## config.mk

```make
export PLATFORM = sky130hd
export DESIGN_NAME = nzh_merge
export DESIGN_NICKNAME = d
export VERILOG_FILES = /design/src/sv/nzh_pkg.sv /design/src/sv/nzh_merge.sv
export SDC_FILE = /design/constraint.sdc
export NUM_CORES = 1
export LEC_CHECK = 0
export BUFFER_PORTS_ARGS = -buffer_cell sky130_fd_sc_hd__buf_2
export CAP_MARGIN = 5
export CELL_PAD_IN_SITES_DETAIL_PLACEMENT = 1
export CELL_PAD_IN_SITES_GLOBAL_PLACEMENT = 2
export CORE_ASPECT_RATIO = 0.9
export CORE_MARGIN = 4
export CORE_UTILIZATION = 24
export DETAILED_ROUTE_END_ITERATION = 7
export PLACE_DENSITY_LB_ADDON = 0.05
export SYNTH_ARGS = -nofsm -noshare
export SYNTH_HDL_FRONTEND = slang
export SYNTH_SLANG_ARGS = --single-unit
```

## constraint.sdc

```tcl
create_clock -name clock -period 1.7 [get_ports clock]
set_input_delay 0.34 -clock clock [delete_from_list [all_inputs] [get_ports clock]]
set_output_delay 0.34 -clock clock [all_outputs]
set_load 0.005 [all_outputs]
```

## src/sv/nzh_pkg.sv

```systemverilog
// ----------------------------------------------------------------------------
// nzh_pkg
// shared types and codes of the nucleotide zobrist hasher
// ----------------------------------------------------------------------------
package nzh_pkg;

   localparam int NUM_LANES = 4;
   localparam int HASH_W    = 64;

   // operation codes
   localparam logic OP_LOAD = 1'b0;
   localparam logic OP_HASH = 1'b1;

   // position shift codes, the reserved code acts as plain
   localparam logic [1:0] SHIFT_PLAIN  = 2'd0;
   localparam logic [1:0] SHIFT_DELETE = 2'd1;
   localparam logic [1:0] SHIFT_INSERT = 2'd2;
   localparam logic [1:0] SHIFT_RSVD   = 2'd3;

   // what one lane found for its base
   typedef struct packed {
      logic hit;   // table word takes part in the hash
      logic oor;   // effective position past the table
   } lane_status_type;

   // control of the item in the merge stage
   typedef struct packed {
      logic valid;
      logic first;
      logic last;
   } stage_ctrl_type;

   typedef struct packed {
      logic [HASH_W-1:0] hash_value;
      logic              range_exceeded;
   } result_type;

endpackage

```

## src/sv/nzh_merge.sv

```systemverilog
// ----------------------------------------------------------------------------
// nzh_merge
// folds the lane words into the running hash and range flag
// ----------------------------------------------------------------------------
module nzh_merge (
   input  logic                    clock,
   input  logic                    reset,
   input  nzh_pkg::stage_ctrl_type ctrl,
   input  logic [63:0]             lane_word [nzh_pkg::NUM_LANES],
   input  nzh_pkg::lane_status_type lane_status [nzh_pkg::NUM_LANES],
   output logic                    push,
   output nzh_pkg::result_type     result
);
   import nzh_pkg::*;

   logic [HASH_W-1:0] hash_ff;
   logic [HASH_W-1:0] hash_in;
   logic              flag_ff;
   logic              flag_in;
   logic [HASH_W-1:0] lane_xor;
   logic              lane_oor;

   always_comb begin
      lane_xor = '0;
      lane_oor = 1'b0;
      for (int k = 0; k < NUM_LANES; k++) begin
         if (lane_status[k].hit) begin
            lane_xor = lane_xor ^ lane_word[k];
         end
         lane_oor = lane_oor | lane_status[k].oor;
      end
      hash_in = (ctrl.first ? '0 : hash_ff) ^ lane_xor;
      flag_in = (ctrl.first ? 1'b0 : flag_ff) | lane_oor;
   end

   always_ff @(posedge clock) begin
      if (reset) begin
         hash_ff <= '0;
         flag_ff <= 1'b0;
      end else if (ctrl.valid) begin
         hash_ff <= hash_in;
         flag_ff <= flag_in;
      end
   end

   assign push                  = ctrl.valid && ctrl.last;
   assign result.hash_value     = hash_in;
   assign result.range_exceeded = flag_in;

endmodule

```

==> qor.csv <==
stage,metric,value,unit
drt,WL/cell,18.4,um
pwr,maximum vdd drop,329,uV
drt,WL met1,13800,um
drt,Final ANT Viol Nets,0,
synth,average size of a mapped cell,7.00,sq um
place,Placed Area,9510,sq um
drt,final wirelength,33500,um
die,Top Ports,335,
synth,sequential cell area fraction in the yosys report,19.0,%
setup_path,Critical Path RT,1.36,ns
setup_path,Worst Path Max Fanout,8,
die,total core area,28000,sq um
clocking,CTS tree,done,
timing,Least-Margin Pin Slew,0.482,ns
global_route,largest net degree at the start of global routing,67,
setup_path,cells along the critical path,buf_16 -> buf_16 -> nand2_4 -> xor2_2 -> xnor2_2 -> xnor2_2 -> buf_2,
global_route,initial antenna violation count,2,
setup_path,Worst Setup Start Kind,input pin,
die,Die Area,31300,sq um
drt,Top Layer Used,met5,
place,DP Cell Count,1695,
synth,synthesized area,6860,sq um
pwr,pwr/cell area,693,nW/um^2
timing,RSZ-0062 raised after global routing,true,
timing,Final Hold Fails,0,
finish,Final nets,1723,
setup_path,Crit. End Element,output pin,
clocking,root buf cell,clkbuf_16,
finish,fin area,12900,sq um
die,die height,168,um
clocking,H-tree depth,3,
finish,share of layout cells above drive strength 1,55.4,%
place,Port-buffer cells,334,
clocking,clk_lat worst skew,0.34,ns
synth,synth unique cells,20,
run_status,failing checks,setup timing,
timing,Max Clk Rate,522,MHz
setup_path,crit path DAT,1.58,ns
timing,max_slew headroom,67.9,%
finish,count of non-filler cells in the finished layout,1821,
clocking,Num CTS Buffers,9,
clocking,"CTS clk-pin slew, worst paths",0.06,ns
drt,vias,8404,
synth,syn_nets,1248,
run_status,status,finished with violations,
clocking,TritonCTS sink count,65,
die,standard-cell rows,58,
hold_path,HP Class,input pin to flop,
timing,final hold slack,0.395,ns
timing,Final min period,1.92,ns
setup_path,crit-path leading delay family,XOR/XNOR gates,
timing,"Setup violations, final",70,
finish,fillers,3368,
timing,Max Slew Vio Count,0,
drt,DR WL met2,17500,um
drt,Starting DRT DRC Count,302,
drt,# DRC,0,
setup_path,Crit Path Class,input pin to output pin,
place,DP HPWL,20400,um
clocking,maximum clock path buffer count,2,
drt,DR vias/cell,4.62,
place,gp weighted congestion,0.795,
setup_path,"Largest stage delay, worst path",0.30,ns
synth,number of synthesis warnings,0,
global_route,GR Util All Layers,19.4,%
pwr,Leakage,0.00633,uW
setup_path,Critical path buffers and inverters,3,
drt,drt pass-1 iters,4,
clocking,Hold Buf Count CTS,0,
die,Initial Utilization,24.5,%
synth,"flops & latches, synth",65,
finish,Layout area overhead,87.9,%
timing,Final WS setup,-0.216,ns
finish,final core area utilization,46.0,%
drt,DR WL met3,1780,um
timing,final cycle utilization of the critical path,113,%
synth,Syn Inst Count,979,
global_route,grt ovf,0,
setup_path,CP max stage cell,xnor2_2,
die,Chip Width,186,um
flow_run,Max Cap Violations,0,
global_route,vias in the first global route,8670,
global_route,first-pass GRT wire length,47500,um
timing,Clock Skew,0,ns
==> power by group <==
part           internal, uW  switching, uW
clock network          1170            707
logic                  2920           2250
registers              1750            142
total                  5840           3100
==> final cells by class <==
type	instances	area [sq um]	area share (%)
Antenna cell	2	5.00	0.0388
Multi-Input combinational cell	840	6940	53.8
Clock buffer	13	250	1.94
Inverter	1	6.26	0.0486
Timing Repair Buffer	537	3890	30.2
Sequential cell	65	1300	10.1
Tap cell	360	450	3.50
Clock inverter	3	40.0	0.311
==> worst reg2reg max path: stages (launching register included) <==
cell and delay (ns):
dfxtp_1 0.36, mux2i_1 0.19, nor2_1 0.05, a211o_1 0.29
==> through the flow <==
step           TNS (ns)  total power [uW]  setup WS [ns]
5_1_grt          -10.22              9540         -0.248
4_1_cts           -6.70              8450         -0.162
3_5_place_dp     -19.87              5570         -0.345
6_report          -5.70              8930         -0.216
2_1_floorplan         0              3840         0.0851
3_3_place_gp     -18.62              5540         -0.393
==> metal layers <==
metal | vias to the layer above | track usage [%]
met3 | 22 | 4.10
met4 | 2 | 4.02
li1 | 4142 | -
met2 | 195 | 35.2
met5 | - | 0
met1 | 4043 | 23.4
==> repair_timing <==
action	CTS	global route
pin swaps	83	112
buffers inserted	78	17
gates resized for setup	151	226
gates cloned	12	5
setup endpoints to repair	64	74
==> worst paths after layout <==
kind	startpoint	to	slack [ns]	cells past startpoint
setup / recovery	lane_status[3]	result[6]	-0.22	7
hold / removal	lane_status[0]	flag_ff	0.39	3
setup reg to reg	hash_ff[48]	hash_ff[48]	0.71	3
hold reg to reg	flag_ff	flag_ff	0.49	2
==> layout by cell type (no fill, tap or decap), drive strengths merged <==
master	n
nor3	64
inv	1
and2	1
xnor2	192
nand2b	1
nor2	2
a21oi	63
bufinv	1
a311oi	1
mux2i	1
clkinv	2
dfxtp	65
nor4	1
buf	532
a211o	64
nand2	322
diode	2
nor3b	64
clkbuf	18
xor2	64
==> logic make-up (layout without fill, tap and decap cells) <==
kind of cell | Yosys count | in the layout | synth area share (%)
other | 0 | 2 | 0
AOI/OAI and AO/OA | 128 | 128 | 12.9
buffers and inverters | 74 | 554 | 5.57
muxes | 1 | 1 | 0.146
xor gates and xnor gates | 256 | 256 | 32.7
and+or+nand+nor | 455 | 455 | 29.7
DFF | 65 | 65 | 19.0
==> cells in the mapped netlist, drive strengths merged <==
library cell / instances / area share, %
nand2: 322 / 18
xnor2: 192 / 25
dfxtp: 65 / 19
a211o: 64 / 8.2
nor3: 64 / 4.7
nor3b: 64 / 7.0
xor2: 64 / 8.2
a21oi: 63 / 4.6
clkbuf: 40 / 2.2
buf: 33 / 3.3
nor2: 2 / 0.11
a311oi: 1 / 0.13
and2: 1 / 0.091
inv: 1 / 0.055
mux2i: 1 / 0.15
nand2b: 1 / 0.091
nor4: 1 / 0.091
==> sequential cells by signal, summed over array words and instances, names as in the netlist <==
register  count
flag_ff       1
hash_ff      64
Note: power is estimated with default switching activity, not from simulation.
