`config.mk`:
```
export PLATFORM = sky130hd
export DESIGN_NAME = nzh_outq
export DESIGN_NICKNAME = d
export VERILOG_FILES = /design/src/sv/nzh_pkg.sv /design/src/sv/nzh_outq.sv
export SDC_FILE = /design/constraint.sdc
export NUM_CORES = 1
export LEC_CHECK = 0
export BUFFER_PORTS_ARGS = -buffer_cell sky130_fd_sc_hd__buf_2
export CAP_MARGIN = 20
export CORE_ASPECT_RATIO = 1.4
export CORE_MARGIN = 3
export CORE_UTILIZATION = 54
export CTS_BUF_LIST = sky130_fd_sc_hd__clkbuf_8
export DETAILED_ROUTE_END_ITERATION = 8
export GPL_TIMING_DRIVEN = 0
export HOLD_SLACK_MARGIN = 0.1
export PLACE_DENSITY = 0.8
export SLEW_MARGIN = 20
export SYNTH_ARGS = -nofsm -noshare
export SYNTH_HDL_FRONTEND = slang
export SYNTH_SLANG_ARGS = --single-unit
```
`constraint.sdc`:
```
create_clock -name clock -period 4.2 [get_ports clock]
set_input_delay 0.42 -clock clock [delete_from_list [all_inputs] [get_ports clock]]
set_output_delay 0.42 -clock clock [all_outputs]
set_load 0.03 [all_outputs]
```
`src/sv/nzh_pkg.sv`:
```
// ----------------------------------------------------------------------------
// nzh_pkg
// shared types and codes of the nucleotide zobrist hasher
// ----------------------------------------------------------------------------
package nzh_pkg;

   localparam int NUM_LANES = 4;
   localparam int HASH_W    = 64;

   // operation codes
   localparam logic OP_LOAD = 1'b0;
   localparam logic OP_HASH = 1'b1;

   // position shift codes, the reserved code acts as plain
   localparam logic [1:0] SHIFT_PLAIN  = 2'd0;
   localparam logic [1:0] SHIFT_DELETE = 2'd1;
   localparam logic [1:0] SHIFT_INSERT = 2'd2;
   localparam logic [1:0] SHIFT_RSVD   = 2'd3;

   // what one lane found for its base
   typedef struct packed {
      logic hit;   // table word takes part in the hash
      logic oor;   // effective position past the table
   } lane_status_type;

   // control of the item in the merge stage
   typedef struct packed {
      logic valid;
      logic first;
      logic last;
   } stage_ctrl_type;

   typedef struct packed {
      logic [HASH_W-1:0] hash_value;
      logic              range_exceeded;
   } result_type;

endpackage

```
`src/sv/nzh_outq.sv`:
```
// ----------------------------------------------------------------------------
// nzh_outq
// two-word result queue that parts the pipeline from the result channel
// ----------------------------------------------------------------------------
module nzh_outq (
   input  logic                clock,
   input  logic                reset,
   input  logic                push,
   input  nzh_pkg::result_type push_data,
   input  logic                out_stall,
   output logic                out_valid,
   output nzh_pkg::result_type out_data,
   output logic [1:0]          level
);
   import nzh_pkg::*;

   result_type  entry_ff [2];
   logic        wr_ptr_ff;
   logic        rd_ptr_ff;
   logic [1:0]  count_ff;
   logic [1:0]  count_in;
   logic        pop;

   assign pop       = out_valid && !out_stall;
   assign out_valid = (count_ff != 2'd0);
   assign out_data  = entry_ff[rd_ptr_ff];
   assign level     = count_ff;

   always_comb begin
      count_in = count_ff + {1'b0, push} - {1'b0, pop};
   end

   always_ff @(posedge clock) begin
      if (push) begin
         entry_ff[wr_ptr_ff] <= push_data;
      end
   end

   always_ff @(posedge clock) begin
      if (reset) begin
         wr_ptr_ff <= 1'b0;
         rd_ptr_ff <= 1'b0;
         count_ff  <= 2'd0;
      end else begin
         if (push) begin
            wr_ptr_ff <= !wr_ptr_ff;
         end
         if (pop) begin
            rd_ptr_ff <= !rd_ptr_ff;
         end
         count_ff <= count_in;
      end
   end

endmodule

```
==> flow_metrics.env, run 1 <==
export IMPL_yosysSeqAreaShare_pct=78.0
export IMPL_hold_path_class="input port to flip-flop"
export IMPL_worst_ep_required_time_ns=3.78
export IMPL_synth_top_area_share_pct=76.0
export IMPL_grt_max_degree=56
export IMPL_gp_congestion=0.692
export IMPL_syn_avg_cell_area_um2=22.9
export IMPL_status="finished, final reports clean"
export IMPL_vdd_drop_max_mv=0.494
export IMPL_finalSetupViolCount=0
export IMPL_cp_start_kind="flip-flop"
export IMPL_cellPowerDensity_mw_per_mm2=547
export IMPL_synth_async_reset_ratio_pct=0
export IMPL_period_minus_slack_ns=2.05
export IMPL_synth_nets=295
export IMPL_finalNonFillerCells=502
export IMPL_grt_overflow=0
export IMPL_wl_per_cell_um=17.1
export IMPL_syn_to_final_growth_pct=23.7
export IMPL_maxCapViolCount=0
export IMPL_portBuffers=136
export IMPL_dp_hpwl_mm=5.94
export IMPL_synth_seq_cells=135
export IMPL_m1WireLength_mm=3.10
export IMPL_critical_path_cell_chain="buf_6, buf_6, mux2_4, buf_2"
export IMPL_cts_buffer_depth=2
export IMPL_rsz0062_at_grt="false"
export IMPL_grt_first_pass_wirelength_mm=12.8
export IMPL_io_pins=137
export IMPL_fin_skew_ns=0.00582
export IMPL_max_freq_ghz=0.488
export IMPL_dieArea_mm2=0.0107
export IMPL_power_internal_uw=2430
export IMPL_routed_wl_met2_mm=4.79
export IMPL_clk_pin_slew_ns=0.07
export IMPL_std_cell_rows=41
export IMPL_hold_viol=0
export IMPL_synth_area_leaders="edfxtp_1 76%, mux2_4 15%, mux2_2 3.7%"
export IMPL_post_cts_resized=0
export IMPL_synth_edf_count=130
export IMPL_maxUsedRoutingLayer="met4"
export IMPL_ys_types=15
export IMPL_grtUsageTotal_pct=16.6
export IMPL_nNetsFinal=453
export IMPL_cp_top_family="buffers and inverters"
export IMPL_totalWireLength_mm=8.60
export IMPL_grt_pass1_vias=2713
export IMPL_clockRootBuffer="clkbuf_8"
export IMPL_clk_latency_ns=0.42
export IMPL_arrival_ns=1.63
export IMPL_postSynthCellCount=224
export IMPL_cts_tree="built"
export IMPL_maxSlewViolCount=0
export IMPL_synth_largest_area_cell="edfxtp_1"
export IMPL_via_per_inst=5.12
export IMPL_die_w_um=88.4
export IMPL_cts_setup_buffers=0
export IMPL_ant_nets=0
export IMPL_yosysMostFrequentCell="edfxtp_1"
export IMPL_htreeDepth=4
export IMPL_whs_ns=0.185
export IMPL_numCtsBuffers=17
export IMPL_die_h_um=121
export IMPL_pwr_share_seq_pct=46.4
export IMPL_max_slew_margin_pct=54.6
export IMPL_critical_path_most_common_cell="buf_6"
export IMPL_cp_end_kind="output pin"
export IMPL_power_switching_uw=1050
export IMPL_start_util_pct=56.2
export IMPL_first_iter_violations=123
export IMPL_critPathKind="flip-flop to output pin"
export IMPL_antenna_found_initial=0
export IMPL_coreArea_mm2=0.00913
export IMPL_finalCritPeriodShare_pct=48.8
export IMPL_critPathMaxFanout=10
export IMPL_clockPowerShare_pct=24.2
export IMPL_synth_area_mm2=0.00513
export IMPL_crit_buf_inv=3
export IMPL_dp_cells=470
export IMPL_tightestPinTransition_ns=0.680
export IMPL_finalPower_uw=3480
export IMPL_vias=2570
export IMPL_synthTopCellsByCount="130 x edfxtp_1, 50 x mux2_4, 17 x mux2_2, 6 x buf_6, 5 x dfxtp_1"
export IMPL_synth_ff_type="edfxtp_1"
export IMPL_layout_drive_gt1_share_pct=61.0
export IMPL_diodes=0
export IMPL_p_leak_uw=0.00256
export IMPL_ys_warnings_count=0
export IMPL_comb_power_share_pct=29.4
export IMPL_holdBufCountCts=0
export IMPL_slowest_stage="dfxtp_1"
export IMPL_critPathMaxStageDelay_ns=0.35
export IMPL_first_pass_iters=4
export IMPL_wl_met3_um=546
export IMPL_clock_sinks=135
export IMPL_p_sw_share_pct=30.1
export IMPL_drc_errors=0
## cells in the final DEF, fill, tap and decap left out, drive strengths merged
| cell | netlist | routed |
|---|---|---|
| xnor3 | 1 | 1 |
| or2 | 1 | 1 |
| nor2b | 3 | 3 |
| edfxtp | 130 | 130 |
| clkinv | 0 | 5 |
| and2 | 1 | 1 |
| o21ba | 1 | 1 |
| mux2 | 67 | 67 |
| nor2 | 3 | 3 |
| dfxtp | 5 | 5 |
| inv | 2 | 10 |
| buf | 7 | 146 |
| clkbuf | 0 | 19 |
| xnor2 | 1 | 1 |
| ha | 2 | 2 |
## per-layer routing
layer	global-route usage, %	vias to the layer above
met5	0	-
met4	8.41	0
met3	6.86	13
met2	28.1	94
met1	17.3	1264
li1	-	1199
## cells by family after synthesis
logic type | share of synthesized area, %
simple gates | 0.829
xor+xnor | 0.609
buf+inv | 1.56
fa+ha+maj | 0.487
flops | 78.0
compound gates | 0.195
mux | 18.3
## flip-flops by register name, summed over array words and instances (netlist names), named ones only
name       flops
wr_ptr_ff      1
entry_ff     130
level          2
rd_ptr_ff      1
## area by class of cell
type	instances	area [um2]
Clock buffer	19	262
Tap cell	107	134
Clock inverter	13	55.1
Multi-Input combinational cell	80	1060
Timing Repair Buffer	139	756
Sequential cell	135	4000
Inverter	2	7.51
Fill cell	625	2780
Buffer	7	72.6
## metrics by stage
| stage | instance area [um2] | setup slack [ns] | utilization (%) | setup TNS, ns |
|---|---|---|---|---|
| 2_1_floorplan | 5130 | 0.427 | - | 0 |
| 3_3_place_gp | 5950 | -1.13 | 65.2 | -72.80 |
| 3_5_place_dp | 6030 | 2.44 | 66.1 | 0 |
| 4_1_cts | 6350 | 2.10 | 69.6 | 0 |
| 5_1_grt | 6350 | 2.07 | 69.6 | 0 |
| 6_report | 6350 | 2.15 | 69.6 | 0 |
## final timing paths
path         slack (ns)         endpoint  cells past startpoint           from
max                2.15     out_data[20]                      4      flip-flop
max reg2reg        2.68  entry_ff[0][22]                      2      wr_ptr_ff
min                0.19  entry_ff[1][14]                      1  push_data[14]
min reg2reg        0.59        wr_ptr_ff                      2      wr_ptr_ff
## power by group through the flow
stage	Combinational [uW]	Sequential, uW	Clock (uW)
3_3_place_gp	996	1640	0
6_report	1020	1610	841
4_1_cts	1040	1610	866
5_1_grt	1080	1620	923
2_1_floorplan	759	1660	0
3_5_place_dp	1030	1640	0
## worst register-to-register path, delay by kind of cell, from the launching register on
kind	cells	cell delay (ns)
simple gates	1	0.57
buf+inv	1	0.27
flops	1	0.35
Power figures use the tool's default switching activity.
==> inputs of run 2 (changes only) <==
--- a/config.mk
+++ b/config.mk
@@ -9,12 +9,12 @@
 export CAP_MARGIN = 20
 export CORE_ASPECT_RATIO = 1.4
 export CORE_MARGIN = 3
-export CORE_UTILIZATION = 54
+export CORE_UTILIZATION = 49
 export CTS_BUF_LIST = sky130_fd_sc_hd__clkbuf_8
 export DETAILED_ROUTE_END_ITERATION = 8
 export GPL_TIMING_DRIVEN = 0
 export HOLD_SLACK_MARGIN = 0.1
-export PLACE_DENSITY = 0.8
+export PLACE_DENSITY = 0.76
 export SLEW_MARGIN = 20
 export SYNTH_ARGS = -nofsm -noshare
 export SYNTH_HDL_FRONTEND = slang
==> constraint.sdc (replaced) <==
create_clock -name clock -period 1.75 [get_ports clock]
set_input_delay 0.175 -clock clock [delete_from_list [all_inputs] [get_ports clock]]
set_output_delay 0.175 -clock clock [all_outputs]
set_load 0.03 [all_outputs]
==> run 2 against run 1 <==
  * Final area rose by 20%
  * Critical endpoint unchanged
  * Via count rose by 9.9%
  * Worst hold slack got worse by 0.040 ns
  * Highest routed layer unchanged
  * Utilization grew 6.3 points
  * Register-to-register slack worse by 2.4 ns
  * Sequential power rose by 140%
==> flow_metrics.env, run 2 (synthesis results as in run 1) <==
export IMPL_final_cell_mix="130 x edfxtp_1, 84 x buf_2, 67 x dlygate4sd3_1, 53 x buf_6, 52 x mux2_4"
export IMPL_worstHoldStart="push"
export IMPL_rsz0062_at_grt="true"
export IMPL_gp_congestion=0.698
export IMPL_cellPowerDensity_mw_per_mm2=1270
export IMPL_cp_top_family="buffers and inverters"
export IMPL_maxSlewViolCount=0
export IMPL_placed_area_mm2=0.00610
export IMPL_portBuffers=136
export IMPL_largest_reg_flops=130
export IMPL_mostFrequentLayoutCell="edfxtp_1"
export IMPL_vdd_drop_max_mv=1.11
export IMPL_fin_skew_ns=0.00701
export IMPL_cts_buffer_depth=2
export IMPL_max_freq_ghz=0.572
export IMPL_grtUsageTotal_pct=19.3
export IMPL_hold_viol=0
export IMPL_via_per_inst=4.69
export IMPL_clk_pin_slew_ns=0.07
export IMPL_drc_errors=0
export IMPL_maxCapViolCount=0
export IMPL_finalCritPeriodShare_pct=100
export IMPL_dieArea_mm2=0.0118
export IMPL_cp_start_kind="flip-flop"
export IMPL_crit_buf_inv=3
export IMPL_period_minus_slack_ns=1.75
export IMPL_coreArea_mm2=0.0101
export IMPL_nNetsFinal=525
export IMPL_p_leak_uw=0.00302
export IMPL_utilization_pct=75.8
export IMPL_worst_ep_required_time_ns=1.57
export IMPL_cts_tree="built"
export IMPL_finalSetupViolCount=0
export IMPL_critPathMaxFanout=10
export IMPL_std_cell_rows=43
export IMPL_tightestPinTransition_ns=0.303
export IMPL_wl_per_cell_um=17.7
export IMPL_critPathKind="flip-flop to output pin"
export IMPL_final_cell_area_mm2=0.00763
export IMPL_start_util_pct=51.0
export IMPL_cp_end_kind="output pin"
export IMPL_critPathMaxStageDelay_ns=0.38
export IMPL_die_w_um=92.5
export IMPL_critical_path_cell_chain="buf_12, buf_12, mux2_4, buf_6"
export IMPL_clockRootBuffer="clkbuf_8"
export IMPL_die_h_um=127
export IMPL_vias=2825
export IMPL_first_iter_violations=106
export IMPL_critical_path_most_common_cell="buf_12"
export IMPL_io_pins=137
export IMPL_syn_to_final_growth_pct=48.6
export IMPL_slowest_stage="dfxtp_4"
export IMPL_layout_drive_gt1_share_pct=53.5
export IMPL_grt_first_pass_wirelength_mm=16.7
export IMPL_max_slew_margin_pct=79.8
export IMPL_clock_sinks=135
export IMPL_grt_max_degree=48
export IMPL_arrival_ns=1.57
export IMPL_dp_hpwl_mm=6.04
export IMPL_htreeDepth=4
export IMPL_diodes=0
export IMPL_r2r_start="wr_ptr_ff"
export IMPL_ant_nets=0
export IMPL_numCtsBuffers=17
export IMPL_finalPower_uw=9700
export IMPL_hold_path_class="input port to flip-flop"
export IMPL_status="finished, final reports clean"
export IMPL_totalWireLength_mm=10.6
export IMPL_grt_pass1_vias=3198
export IMPL_regMostFlops="entry_ff"
export IMPL_clk_latency_ns=0.44
export IMPL_first_pass_iters=4
export IMPL_grt_overflow=0
export IMPL_antenna_found_initial=0
## run 2: final cells by class
| class | instances | area, um2 |
|---|---|---|
| buffer | 7 | 128 |
| timing repair buffer | 211 | 1830 |
| multi-input combinational | 80 | 1070 |
| clock buffer | 17 | 234 |
| fill | 593 | 2430 |
| clock inverter | 15 | 184 |
| inverter | 2 | 7.51 |
| sequential | 135 | 4010 |
| tap | 135 | 169 |
## run 2: worst reg2reg max path, stage by stage (launching register included)
cell and delay, ns:
dfxtp_1 0.42, and2_4 0.38, buf_16 0.28
## run 2: worst paths after layout
kind | endpoint | slack (ns) | depth (start not counted)
worst max-delay path | out_data[20] | 0.0008 | 4
worst min-delay path | level[0] | 0.15 | 3
worst max register to register | entry_ff[1][41] | 0.30 | 2
worst min register to register | flip-flop | 0.63 | 2
## run 2: report_power, final
part | internal [uW] | total, uW | switching (uW)
Combinational | 1600 | 3150 | 1550
Clock | 1530 | 2670 | 1140
Sequential | 3800 | 3890 | 90.2
## run 2: metrics by stage
step	setup TNS, ns	hold WS (ns)	setup WS, ns	instances
5_1_grt	-2.71	0.164	-0.0612	602
3_3_place_gp	-51.51	0.362	-0.474	495
2_1_floorplan	0	0.247	0.0187	224
4_1_cts	-1.18	0.121	-0.0514	603
6_report	0	0.145	0.000848	602
3_5_place_dp	-0.754	0.367	-0.0386	499
## run 2: repair_timing
action	in CTS	in global routing
setup endpoints to repair	80	65
buffers inserted	4	0
resized for setup	120	3
hold buffers	67	0
cloned	1	0
hold endpoints to repair	133	0
## run 2: layer usage
layer	share of wire (%)	global-route usage [%]
met5	0	0
met4	2.3	8.84
met3	4.8	5.24
met2	58	35.7
met1	35	20.2
